===== src/hdl/assert_macros.svh =====
// Assertion macros shared by the RTL of the statistics block.
`ifndef ASSERT_MACROS_SVH
`define ASSERT_MACROS_SVH

`ifndef SYNTHESIS

// Property must hold at every clock edge outside reset.
`define WPTS_ASSERT(lbl, clk, rst_n, prop, msg) \
  lbl: assert property (@(posedge clk) disable iff (!rst_n) (prop)) else $error(msg);

// Condition must never be seen outside reset.
`define WPTS_NEVER(lbl, clk, rst_n, cond, msg) \
  lbl: assert property (@(posedge clk) disable iff (!rst_n) !(cond)) else $error(msg);

`else

`define WPTS_ASSERT(lbl, clk, rst_n, prop, msg)

`define WPTS_NEVER(lbl, clk, rst_n, cond, msg)

`endif

`endif


===== src/hdl/wpts_ram.sv =====
// Simple dual-port synchronous RAM, one write and one registered read port.
module wpts_ram #(
  parameter int unsigned DEPTH = 12,
  parameter int unsigned WIDTH = 32
) (
  input  logic                     clk,
  input  logic                     we,
  input  logic [$clog2(DEPTH)-1:0] waddr,
  input  logic [WIDTH-1:0]         wdata,
  input  logic [$clog2(DEPTH)-1:0] raddr,
  output logic [WIDTH-1:0]         rdata
);

  logic [WIDTH-1:0] mem [DEPTH];
  logic [WIDTH-1:0] rdata_r;

  always_ff @(posedge clk) begin
    if (we) begin
      mem[waddr] <= wdata;
    end
    rdata_r <= mem[raddr];
  end

  assign rdata = rdata_r;

endmodule


===== config.mk =====
export PLATFORM = sky130hd
export DESIGN_NAME = wpts_ram
export DESIGN_NICKNAME = d
export VERILOG_FILES = /design/src/hdl/assert_macros.svh /design/src/hdl/wpts_ram.sv
export SDC_FILE = /design/constraint.sdc
export NUM_CORES = 1
export LEC_CHECK = 0
export BUFFER_PORTS_ARGS = -buffer_cell sky130_fd_sc_hd__buf_2
export CAP_MARGIN = 25
export CELL_PAD_IN_SITES_DETAIL_PLACEMENT = 0
export CELL_PAD_IN_SITES_GLOBAL_PLACEMENT = 1
export CORE_MARGIN = 2
export CORE_UTILIZATION = 58
export CTS_CLUSTER_SIZE = 25
export DETAILED_ROUTE_END_ITERATION = 7
export PLACE_DENSITY = 0.91
export SLEW_MARGIN = 20
export SYNTH_ARGS = -nofsm -noshare
export SYNTH_HDL_FRONTEND = slang
export SYNTH_SLANG_ARGS = --single-unit

===== constraint.sdc =====
create_clock -name clk -period 9.43 [get_ports clk]
set_input_delay 1.4145 -clock clk [delete_from_list [all_inputs] [get_ports clk]]
set_output_delay 1.4145 -clock clk [all_outputs]
set_load 0.01 [all_outputs]

Yosys cells after proc, flatten, opt, wreduce, memory -nomap -nowiden --
Memory sizes are Yosys's and may differ from the RTL's. A register that Yosys moved wholly into a read port is not among the register bits. Cells that the tools add are included.
Word-level totals: flip-flop bits (word level) 0, RAM bits 384, bits of input ports 42, word-level logic and storage cells 3, memories 1
Operators by class: muxes and demuxes 2
Memories:
- mem | depth 12, bits a word 32, rd ports 1, clocked after Yosys merged registers in 1, wr ports 1, line wpts_ram.sv:14 | logic [WIDTH-1:0] mem [DEPTH];
Operators with widths (number):
- two-way mux 1 bit | 2

Longest topological paths before layout --
depth after elaboration 2, mapped depth 6

Worst setup path after synthesis --
No wires, ideal clock.
kind input to register, from input waddr[3], to memory mem[0][0], enable pin, setup time 0.461 ns, arrival 4.133 ns, path slack 4.836 ns, stages on the path 2, cell sequence or3b_2 > nor3_1
RTL lines:
- start, declared | line wpts_ram.sv:8 | input logic [$clog2(DEPTH)-1:0] waddr,
- end, declared | line wpts_ram.sv:14
Straight into the memory's write port.

==> results_dict.tcl <==
set metrics [dict create \
    clkLatencyLatePin_ns 0.52 \
    routed_wl_um 30200 \
    fmax_mhz 272 \
    clock-sinks 416 \
    syn_inst 664 \
    slew_violations 0 \
    grt_pass1_wl_um 45000 \
    h-tree-depth 2 \
    synth.distinct_cells 20 \
    via_count 7076 \
    setup.worst_path.end_class "flip-flop" \
    ant_nets 0 \
    crit_buf_inv 3 \
    p_leak_nw 5.73 \
    crit_family "buffers and inverters" \
    drv_cap 0 \
    place.gp.congestion 0.682 \
    hold_viol 0 \
    synthTopCellsByArea "edfxtp_1, mux4_2, dfxtp_1" \
    rsz0062_at_grt "no" \
    cellInternalPower_w 0.00308 \
    yosysTopAreaCell "edfxtp_1" \
    cp_slowest_cell "buf_6" \
    ctsHoldBuffers 0 \
    peakVddDrop_v 0.000134 \
    hold-worst-slack_ns 0.559 \
    fin_skew_ns 0.00902 \
    final.min_clock_period_ns 3.68 \
    crit_type "primary input to flip-flop" \
    ys.flop_type "edfxtp_1" \
    initial_utilization 0.587 \
    cts_resized 0 \
    drtPass1Iterations 5 \
    critPathMaxStageDelay_ns 0.65 \
    period_share 0.390 \
    async_flop_share 0 \
    hold_path.class "flip-flop to flip-flop" \
    dpl.hpwl_um 14100 \
    cts_setup_buffers 0 \
    gr-total-overflow 0 \
    p_seq_frac 0.542 \
    drive_above_1_share 0.298 \
    clockBufferDepth 3 \
    cts_tree "yes" \
    clkPwrFrac 0.411 \
    startpoint_type "primary input" \
    antenna_found_initial 3 \
    crit_path_max_fanout 73 \
    wl_per_cell_um 26.8 \
    finalNetCount 805 \
    synth_nets 706 \
    relSlewSlack 0.358 \
    syn_area_sq_mm 0.0152 \
    worstPathArrival_ns 4.04 \
    synth_top_area_share 0.760 \
    yosysWarnings 0 \
    die_area_sq_mm 0.0275 \
    dpl_worst_slack_ns 5.12 \
    tightest_slew_ns 0.962 \
    cts-buffers-inserted 39 \
    drc 0 \
    power_switching_w 0.000760 \
    critical_path.cell_chain "buf_6 > buf_4 > buf_16 > mux4_2 > a22oi_1 > o221ai_1" \
    synth_xor_area_frac 0 \
    synth_edf_count 384 \
    synth_top_family_by_area "multiplexers" \
    viasPerCell 6.27 \
    gr-usage-all-layers 0.221 \
    cts-root-buf "clkbuf_16" \
    die_w_um 166 \
    sw_frac_of_total 0.198 \
    cp.required_ns 9.79 \
    p_comb_frac 0.047 \
    setup_tns_ns 0 \
    yosys.area_share.simple 0.00717 \
    multiInputGateArea_sq_mm 0.00284 \
    p_total_w 0.00384 \
    syn2layout_area_growth_pct 13.8 \
    drt_iter0_markers 637 \
    avgSynthCellArea_sq_um 22.9 \
    finalSetupViolCount 0 \
    die_y_um 166 \
    grt_start_max_net_pins 74 \
    power_density_mw_per_mm2 222 \
    coreArea_sq_mm 0.0258 \
    synth_compound_area_frac 0.0373 \
    fillers 1568 \
    seq_area_frac_synth 0.802 \
    grt_pass1_vias 7391 \
    io_pins 74 \
    muxShareOfSynthArea 0.137 \
    synth.most_common_cell "edfxtp_1" \
    clkSlewWorstSetupHoldPaths_ns 0.06 \
    final_util 0.668 \
    status "finished clean" \
    synth_common_cells "edfxtp_1, mux2i_1, mux4_2" \
    synth_fa_ha_area_frac 0 \
    ff_latch_area_sq_mm 0.0122 \
    port_buffers 73 \
    fin_ws_ns 5.75 \
    synth_seq_cells 416 \
    rows 59 \
]
[tightest hold or removal path, stage by stage (launching register included)]
cell and delay, ns:
edfxtp_1 0.32, mux2i_1 0.07, o221ai_2 0.14
[metal layers]
| metal | track usage | up-vias | part of all wire |
|---|---|---|---|
| li1 | - | 3018 | - |
| met1 | 0.285 | 3582 | 0.36 |
| met2 | 0.383 | 396 | 0.52 |
| met3 | 0.0412 | 78 | 0.091 |
| met4 | 0.0775 | 2 | 0.030 |
| met5 | 0 | - | 0.00036 |
[path summary, 6_finish.rpt]
check	endpoint	slack, ns	startpoint	cells past startpoint
worst max-delay path	rdata[6]	5.75	raddr[0]	6
worst min register to register	rdata[19]	0.56	mem[8][19]	2
worst min-delay path	rdata[19]	0.56	mem[8][19]	2
worst max register to register	rdata[26]	7.92	mem[6][26]	3
[power groups by stage]
stage	sequential [W]	combinational (W)	clock [W]
finish	0.00208	0.000182	0.00158
detailed placement	0.00212	0.000180	0
CTS	0.00208	0.000182	0.00159
floorplan	0.00212	0.000102	0
global placement	0.00211	0.000172	0
global route	0.00208	0.000196	0.00167
[final cells by class]
cell class,instances,area share
clock inverter,22,0.0135
timing repair buffer,92,0.0309
clock buffer,48,0.0615
tap,335,0.0243
antenna,2,0.000290
multi-input combinational,214,0.165
sequential,416,0.705
[cells by family (layout without fill, tap and decap cells)]
group,count (synthesis),count (layout)
AOI/OAI and AO/OA,64,64
buffers and inverters,34,162
DFF,416,416
muxes,128,128
other,0,2
and+or+nand+nor,22,22
[flip-flops by register name (all words and copies together) (netlist names)]
| signal | flops |
|---|---|
| rdata | 32 |
| mem | 384 |
[cells in the final DEF (no fill, tap or decap), drive strengths merged, types with 5 or more instances in the layout]
cell    synthesis  layout
mux4           64      64
nor2           10      10
clkbuf         17      48
a22oi          32      32
dfxtp          32      32
bufinv          0       5
buf            17      92
mux2i          64      64
edfxtp        384     384
o221ai         32      32
clkinv          0      15
[stage by stage]
step                instances  area (sq um)
floorplan                 664         15200
global placement         1056         15900
detailed placement       1056         15900
CTS                      1126         17200
global route             1128         17300
finish                   1129         17300
(Power assumes the default switching activity.)
