## src/hdl/assert_macros.svh

```systemverilog
// Assertion macros shared by the RTL of the statistics block.
`ifndef ASSERT_MACROS_SVH
`define ASSERT_MACROS_SVH

`ifndef SYNTHESIS

// Property must hold at every clock edge outside reset.
`define WPTS_ASSERT(lbl, clk, rst_n, prop, msg) \
  lbl: assert property (@(posedge clk) disable iff (!rst_n) (prop)) else $error(msg);

// Condition must never be seen outside reset.
`define WPTS_NEVER(lbl, clk, rst_n, cond, msg) \
  lbl: assert property (@(posedge clk) disable iff (!rst_n) !(cond)) else $error(msg);

`else

`define WPTS_ASSERT(lbl, clk, rst_n, prop, msg)

`define WPTS_NEVER(lbl, clk, rst_n, cond, msg)

`endif

`endif

```

## src/hdl/wpts_pkg.sv

```systemverilog
// Types and constants of the windowed phase time statistics block.
package wpts_pkg;

  localparam int unsigned METRIC_COUNT = 12;
  localparam int unsigned PHASE_COUNT  = 11;
  localparam int unsigned TIME_W       = 32;
  localparam int unsigned METRIC_W     = 4;
  localparam int unsigned PHASE_W      = 4;
  localparam int unsigned SAMPLE_W     = 7;

  localparam logic [METRIC_W-1:0] LAST_METRIC = 4'd11;
  localparam logic [TIME_W-1:0]   TIME_MAX    = 32'hFFFF_FFFF;

  typedef enum logic [1:0] {
    OP_ADD   = 2'd0,
    OP_FRAME = 2'd1,
    OP_QUERY = 2'd2
  } opcode_t;

  typedef enum logic [3:0] {
    ST_IDLE,
    ST_ADD,
    ST_PUSH,
    ST_CLEAR,
    ST_QSTART,
    ST_QCUR,
    ST_SCAN,
    ST_DRAIN,
    ST_DSTART,
    ST_DIV,
    ST_EMIT
  } state_t;

  typedef struct packed {
    logic [METRIC_W-1:0] metric;
    logic [TIME_W-1:0]   current_value;
    logic [TIME_W-1:0]   window_minimum;
    logic [TIME_W-1:0]   window_maximum;
    logic [TIME_W-1:0]   window_mean;
    logic [SAMPLE_W-1:0] sample_count;
    logic [TIME_W-1:0]   frame_number;
    logic                last;
  } out_item_t;

endpackage

```

## src/hdl/wpts_div.sv

```systemverilog
// Bit-serial restoring divider for the window mean, one quotient bit per cycle.
module wpts_div import wpts_pkg::*; #(
  parameter int unsigned NUM_W = 39,
  parameter int unsigned DEN_W = 7
) (
  input  logic              clk,
  input  logic              rst_n,
  input  logic              start,
  input  logic [NUM_W-1:0]  numer,
  input  logic [DEN_W-1:0]  denom,
  output logic              done,
  output logic [TIME_W-1:0] quot
);

  localparam int unsigned CNT_W = $clog2(NUM_W + 1);

  logic [DEN_W-1:0] rem_r, rem_nxt;
  logic [NUM_W-1:0] q_r, q_nxt;
  logic [DEN_W-1:0] den_r;
  logic [CNT_W-1:0] cnt_r;
  logic             busy_r, done_r;
  logic [DEN_W:0]   shifted, diff;
  logic             ge;

  always_comb begin
    shifted = {rem_r, q_r[NUM_W-1]};
    diff    = shifted - {1'b0, den_r};
    ge      = shifted >= {1'b0, den_r};
    rem_nxt = ge ? diff[DEN_W-1:0] : shifted[DEN_W-1:0];
    q_nxt   = {q_r[NUM_W-2:0], ge};
  end

  always_ff @(posedge clk) begin
    if (!rst_n) begin
      busy_r <= 1'b0;
      done_r <= 1'b0;
      cnt_r  <= '0;
    end else begin
      done_r <= 1'b0;
      if (start) begin
        busy_r <= 1'b1;
        cnt_r  <= CNT_W'(NUM_W - 1);
      end else if (busy_r) begin
        if (cnt_r == '0) begin
          busy_r <= 1'b0;
          done_r <= 1'b1;
        end else begin
          cnt_r <= cnt_r - 1'b1;
        end
      end
    end
  end

  always_ff @(posedge clk) begin
    if (start) begin
      rem_r <= '0;
      q_r   <= numer;
      den_r <= denom;
    end else if (busy_r) begin
      rem_r <= rem_nxt;
      q_r   <= q_nxt;
    end
  end

  assign done = done_r;
  assign quot = q_r[TIME_W-1:0];

endmodule

```

## config.mk

```make
export PLATFORM = sky130hd
export DESIGN_NAME = wpts_div
export DESIGN_NICKNAME = d
export VERILOG_FILES = /design/src/hdl/assert_macros.svh /design/src/hdl/wpts_pkg.sv /design/src/hdl/wpts_div.sv
export SDC_FILE = /design/constraint.sdc
export NUM_CORES = 1
export LEC_CHECK = 0
export BUFFER_PORTS_ARGS = -buffer_cell sky130_fd_sc_hd__buf_4
export CAP_MARGIN = 15
export CORE_ASPECT_RATIO = 0.75
export CORE_MARGIN = 3
export CORE_UTILIZATION = 53
export CTS_CLUSTER_DIAMETER = 100
export CTS_CLUSTER_SIZE = 40
export DETAILED_ROUTE_END_ITERATION = 16
export GPL_TIMING_DRIVEN = 0
export PLACE_DENSITY = 0.77
export SLEW_MARGIN = 20
export SYNTH_ARGS = -nofsm -noshare
export SYNTH_HDL_FRONTEND = slang
export SYNTH_SLANG_ARGS = --single-unit
```

## constraint.sdc

```tcl
create_clock -name clk -period 3.1 [get_ports clk]
set_input_delay 0 -clock clk [delete_from_list [all_inputs] [get_ports clk]]
set_output_delay 0 -clock clk [all_outputs]
set_load 0.02 [all_outputs]
```

# After elaboration in Yosys (flattened, before gate mapping)
# Cells that the tools add are included.
[classes]
addsub = 2
multipliers = 0
div_mod_pow = 0
n_lt_le_gt_ge = 1
eq_ne = 1
shifts = 0
muxes = 10
n_bitwise = 3
n_reduce_logical = 6
[op_table]
columns = ["cell", "count"]
rows = [
  ["39-bit 2-to-1 mux", 2],
  ["6-bit 2-to-1 mux", 3],
  ["8-bit by 7-bit >= comparator with 1-bit output", 1],
  ["7-bit 2-to-1 mux", 1],
  ["7-bit subtractor", 1],
  ["6-bit logical NOT", 1],
  ["6-bit by 1-bit subtractor with 6-bit output, second input constant", 1],
  ["1-bit 2-to-1 mux", 4],
  ["2-bit AND reduction", 2],
  ["1-bit NOT", 3],
  ["3-bit OR reduction", 1],
  ["2-bit != test, second input constant", 1],
  ["2-bit nonzero test", 1],
  ["2-bit OR reduction", 1],
]
[totals]
ff_bits = 61
latch_bits = 0
ram_bits = 0
romBits = 0
input_bits = 49
out_inout_bits = 33
elab_cells = 30
mem_count = 0

# Depth between registers and ports, before layout
[logic_depth]
word_depth = 4
ltp_mapped = 9
depth_no_buf = 7

# Worst setup path after synthesis
# OpenSTA, ideal clock, no wires.
[synth_timing]
path_kind = "register -> register"
start = "register q_r[38]"
end = "register rem_r[2]"
setup_time_ns = 0.088
arrival_ns = 2.067
required_time_ns = 3.012
slack_ns = 0.945
path_stages_with_launch = 10
path_buffers = 2
period_less_slack_ns = 2.155
cell_sequence = "edfxtp_1 inv_1 ha_1 fa_1 nand2b_2 a211o_1 buf_6 and3_1 buf_6 a311oi_2"
[synth_via]
elab_chain_cells = 2
elab_cells_between_ends = 3
cone_classes = "1 x add/sub; 1 x order compare; 1 x mux"
[synth_rtl]
columns = ["element", "line", "rtl"]
rows = [
  ["start: declaration", "wpts_div.sv:18", "logic [NUM_W-1:0] q_r, q_nxt;"],
  ["start signal: assignment", "wpts_div.sv:57", "q_r <= numer;"],
  ["start signal: assignment", "wpts_div.sv:61", "q_r <= q_nxt;"],
  ["7-bit subtractor or 8-bit by 7-bit >= comparator with 1-bit output (tied branches)", "wpts_div.sv:27, wpts_div.sv:28", ""],
  ["7-bit 2-to-1 mux *", "wpts_div.sv:29", "rem_nxt = ge ? diff[DEN_W-1:0] : shifted[DEN_W-1:0];"],
  ["end signal: assignment", "wpts_div.sv:60", "rem_r <= rem_nxt;"],
  ["end: declaration", "wpts_div.sv:17", "logic [DEN_W-1:0] rem_r, rem_nxt;"],
]
# Mark *: on every way between the ends. The rest lies on a longest branch, timed or not.
# A chain may end at the register's enable or synchronous reset.

# Worst setup path in the final report
[layout_timing]
start = "register q_r[38]"
end = "register q_r[0], data pin"
[layout_via]
elab_chain_cells = 3
[layout_rtl]
columns = ["element", "line", "rtl"]
rows = [
  ["8-bit by 7-bit >= comparator with 1-bit output", "wpts_div.sv:28", "ge = shifted >= {1'b0, den_r};"],
  ["39-bit 2-to-1 mux", "wpts_div.sv:59", "end else if (busy_r) begin"],
  ["39-bit 2-to-1 mux", "wpts_div.sv:55", "if (start) begin"],
]
# No other way between the ends. The select of a mux whose other input is x is not followed.

==> impl_results.md <==
- Clock Pin Slew Worst Setup and Hold Paths: 70 ps
- PD cells: 490.5 nW/um^2
- Slew @ Worst Pin: 572.8 ps
- Crit-path leading delay family: adder cells
- Die area: 7047 um^2
- DR vias: 2,463
- Vias per std cell: 5.131
- Fin. max-slew vios: 0
- Clk_lat worst skew: 350 ps
- Syn. warnings: 0
- Ys async rst share: 0
- CP bufs+invs: 3
- CTS max path bufs: 2
- 1st-pass router iterations: 4
- Initial antenna violation count: 0
- Post-DP Area: 3940 um^2
- Tcrit/Tclk final: 0.7756
- CP dominant cell by count: buf_6
- Worst setup EP type: flip-flop
- Detailed placer's ending HPWL: 4783 um
- Clock Sinks: 61
- Crit Path Max Fanout: 9
- First-pass GRT wire length: 12,010 um
- TritonCTS clock tree: done
- Routed WL: 7498 um
- I/O Buffers: 81
- Fin Clk Skew: 12.13 ps
- Antenna-violating nets left: 0
- Drt drc: 0
- Crit path DAT: 2570 ps
- Core Area: 5612 um^2
- CTS root buf: clkbuf_8
- Commonest cells post-synth: edfxtp_1, mux2_2, buf_4
- # rows: 23
- Sequential power share: 0.448
- Leak: 1.976 nW
- TritonCTS Buffers: 9
- Fin crit period: 2404 ps
- Fin Hold WS: 89.14 ps
- Ys flop type: edfxtp_1
- Sw frac: 0.2701
- P_sw: 0.6105 mW
- Mapped cell area: 3216 um^2
- Final setup viols: 0
- Crit Reg-Reg Startpoint: q_r[38]
- Worst path slowest cell: fa_1
- Cell area after layout: 4608 um^2
- Total GRT Usage: 0.2338
- Fin worst setup slack: 695.6 ps
- Startpoint Class: flip-flop
- Postcts setup bufs: 0
- VDD IR max: 0.3286 mV
- Share of cells above drive strength 1: 0.4469
- Logic pwr share: 0.239
- Unrepaired setup endpoints after global routing: no
- Die X: 95.94 um
- Pwr Total: 2.260 mW
- Placed Instances: 417
- Utilization after layout: 0.8212
- Worst slack, placed: 749.6 ps
- GP Congestion: 0.8744
- Total grt overflow: 0
- Syn avg cell area: 12.37 um^2
- CP peak stage delay: 410 ps
- Worst Hold Class: in -> reg
- Fin cells: 480
- Wire per inst: 15.62 um
- Layout fillers: 323
- Critical Path Start: q_r[38]
- Clock network fraction of total power: 0.313
- Seq/Total Area, Yosys: 0.5230
- Vias in the first global route: 2,562
- Internal power: 1.650 mW
- Final number of hold-violating endpoints: 0
- Post-synth EDFFs: 46
- Max_slew headroom: 0.6181
- Post-Syn Instances: 260
- Cell with the most instances after synthesis: edfxtp_1
- Source of the worst hold timing path: numer[0]
- Maximum clock rate: 0.4159 GHz
- Synth area leaders: edfxtp_1, mux2_2, dfxtp_1
- Critical Path, Cell by Cell: inv_1 > ha_1 > fa_1 > nand2b_2 > a211o_1 > buf_6 > and3_1 > buf_6 > a21oi_1
- DRT iter0 DRCs: 175
- WS Path Type: reg -> reg
- Top cell type by total area after synthesis: edfxtp_1
- I/O pin count: 82
- Diode count: 0
- Top cell type's share of synthesized area: 0.4296
- Layout Nets: 458
- Die Y: 73.46 um
- Netlist cell types: 50
- Maximum Capacitance Violations: 0
- Status: completed
- Setup TNS: 0 ps
- Yosys reg bits: 61
- H-tree levels: 3
- Pin count of the biggest net entering global routing: 32
- Initial Utilization: 0.5730
- Syn nets: 318
- WP data required: 3270 ps
- Layout overhead on the synthesized area: 43.31%
worst register-to-register path: stages, from the launching register on:
cell and delay [ps]:
edfxtp_1 330, inv_1 60, ha_1 230, fa_1 410, nand2b_2 220, a211o_1 270, buf_6 140, and3_1 190
buf_6 140, a21oi_1 230
power by group through the flow:
stage          Combinational, mW  Clock, mW  Sequential [mW]
5_1_grt                    0.586      0.751             1.02
3_5_place_dp               0.483          0             1.03
3_3_place_gp               0.471          0             1.02
2_1_floorplan              0.319          0             1.01
4_1_cts                    0.535      0.709             1.01
6_report                   0.540      0.708             1.01
path summary, 6_finish.rpt:
check / to / slack (ps) / depth (start not counted)
max reg2reg: q_r[0] / 700 / 9
max: q_r[0] / 700 / 9
min reg2reg: cnt_r[5] / 500 / 2
min: q_r[0] / 90 / 3
timing repair:
| item | CTS | global route |
|---|---|---|
| resized for setup | 0 | 0 |
| hold buffers | 47 | 0 |
| endpoints found under the hold margin | 60 | 0 |
layout by cell type, fill, tap and decap left out, types with 4 or more instances in the layout:
master	synthesis	layout
o21ai_0	8	8
mux2_2	38	38
dlygate4sd3_1	0	47
a41oi_1	4	4
ha_1	8	8
dfxtp_1	15	15
inv_1	15	15
nand2_1	8	7
clkbuf_8	0	11
xnor2_1	5	5
and3_1	9	9
clkbuf_1	8	9
edfxtp_1	46	46
nor2_1	8	8
buf_4	32	113
layer usage:
metal  GRT usage  vias to the layer above  part of all wire
li1            -                     1209                 -
met1      0.2789                     1165              0.43
met2      0.3952                       75              0.50
met3     0.07779                       14             0.053
met4     0.08517                        0             0.017
met5           0                        -                 0
sequential cells by signal (all words and copies together), names as in the netlist:
signal / flops
rem_r: 7
den_r: 7
busy_r: 1
done: 1
q_r: 39
cnt_r: 6
final cells by class:
type                            count  area, um^2  area share
Buffer                             43       297.8     0.06462
Clock buffer                       13       180.2     0.03910
Clock inverter                      3       17.52    0.003801
Inverter                           15       56.30     0.01222
Multi-Input combinational cell    141        1182      0.2566
Sequential cell                    61        1682      0.3649
Tap cell                           75       93.84     0.02036
Timing Repair Buffer              129        1099      0.2384
logic make-up (layout without fill, tap and decap cells):
kind of cell / count (synthesis) / in the layout / share of synthesized area
mux: 39 / 39 / 0.1362
compound gates: 39 / 39 / 0.09416
xor+xnor: 6 / 6 / 0.01634
simple gates: 48 / 48 / 0.08288
flops: 61 / 61 / 0.5230
fa+ha+maj: 9 / 9 / 0.03736
buf+inv: 58 / 203 / 0.1101
(Power assumes the default switching activity.)
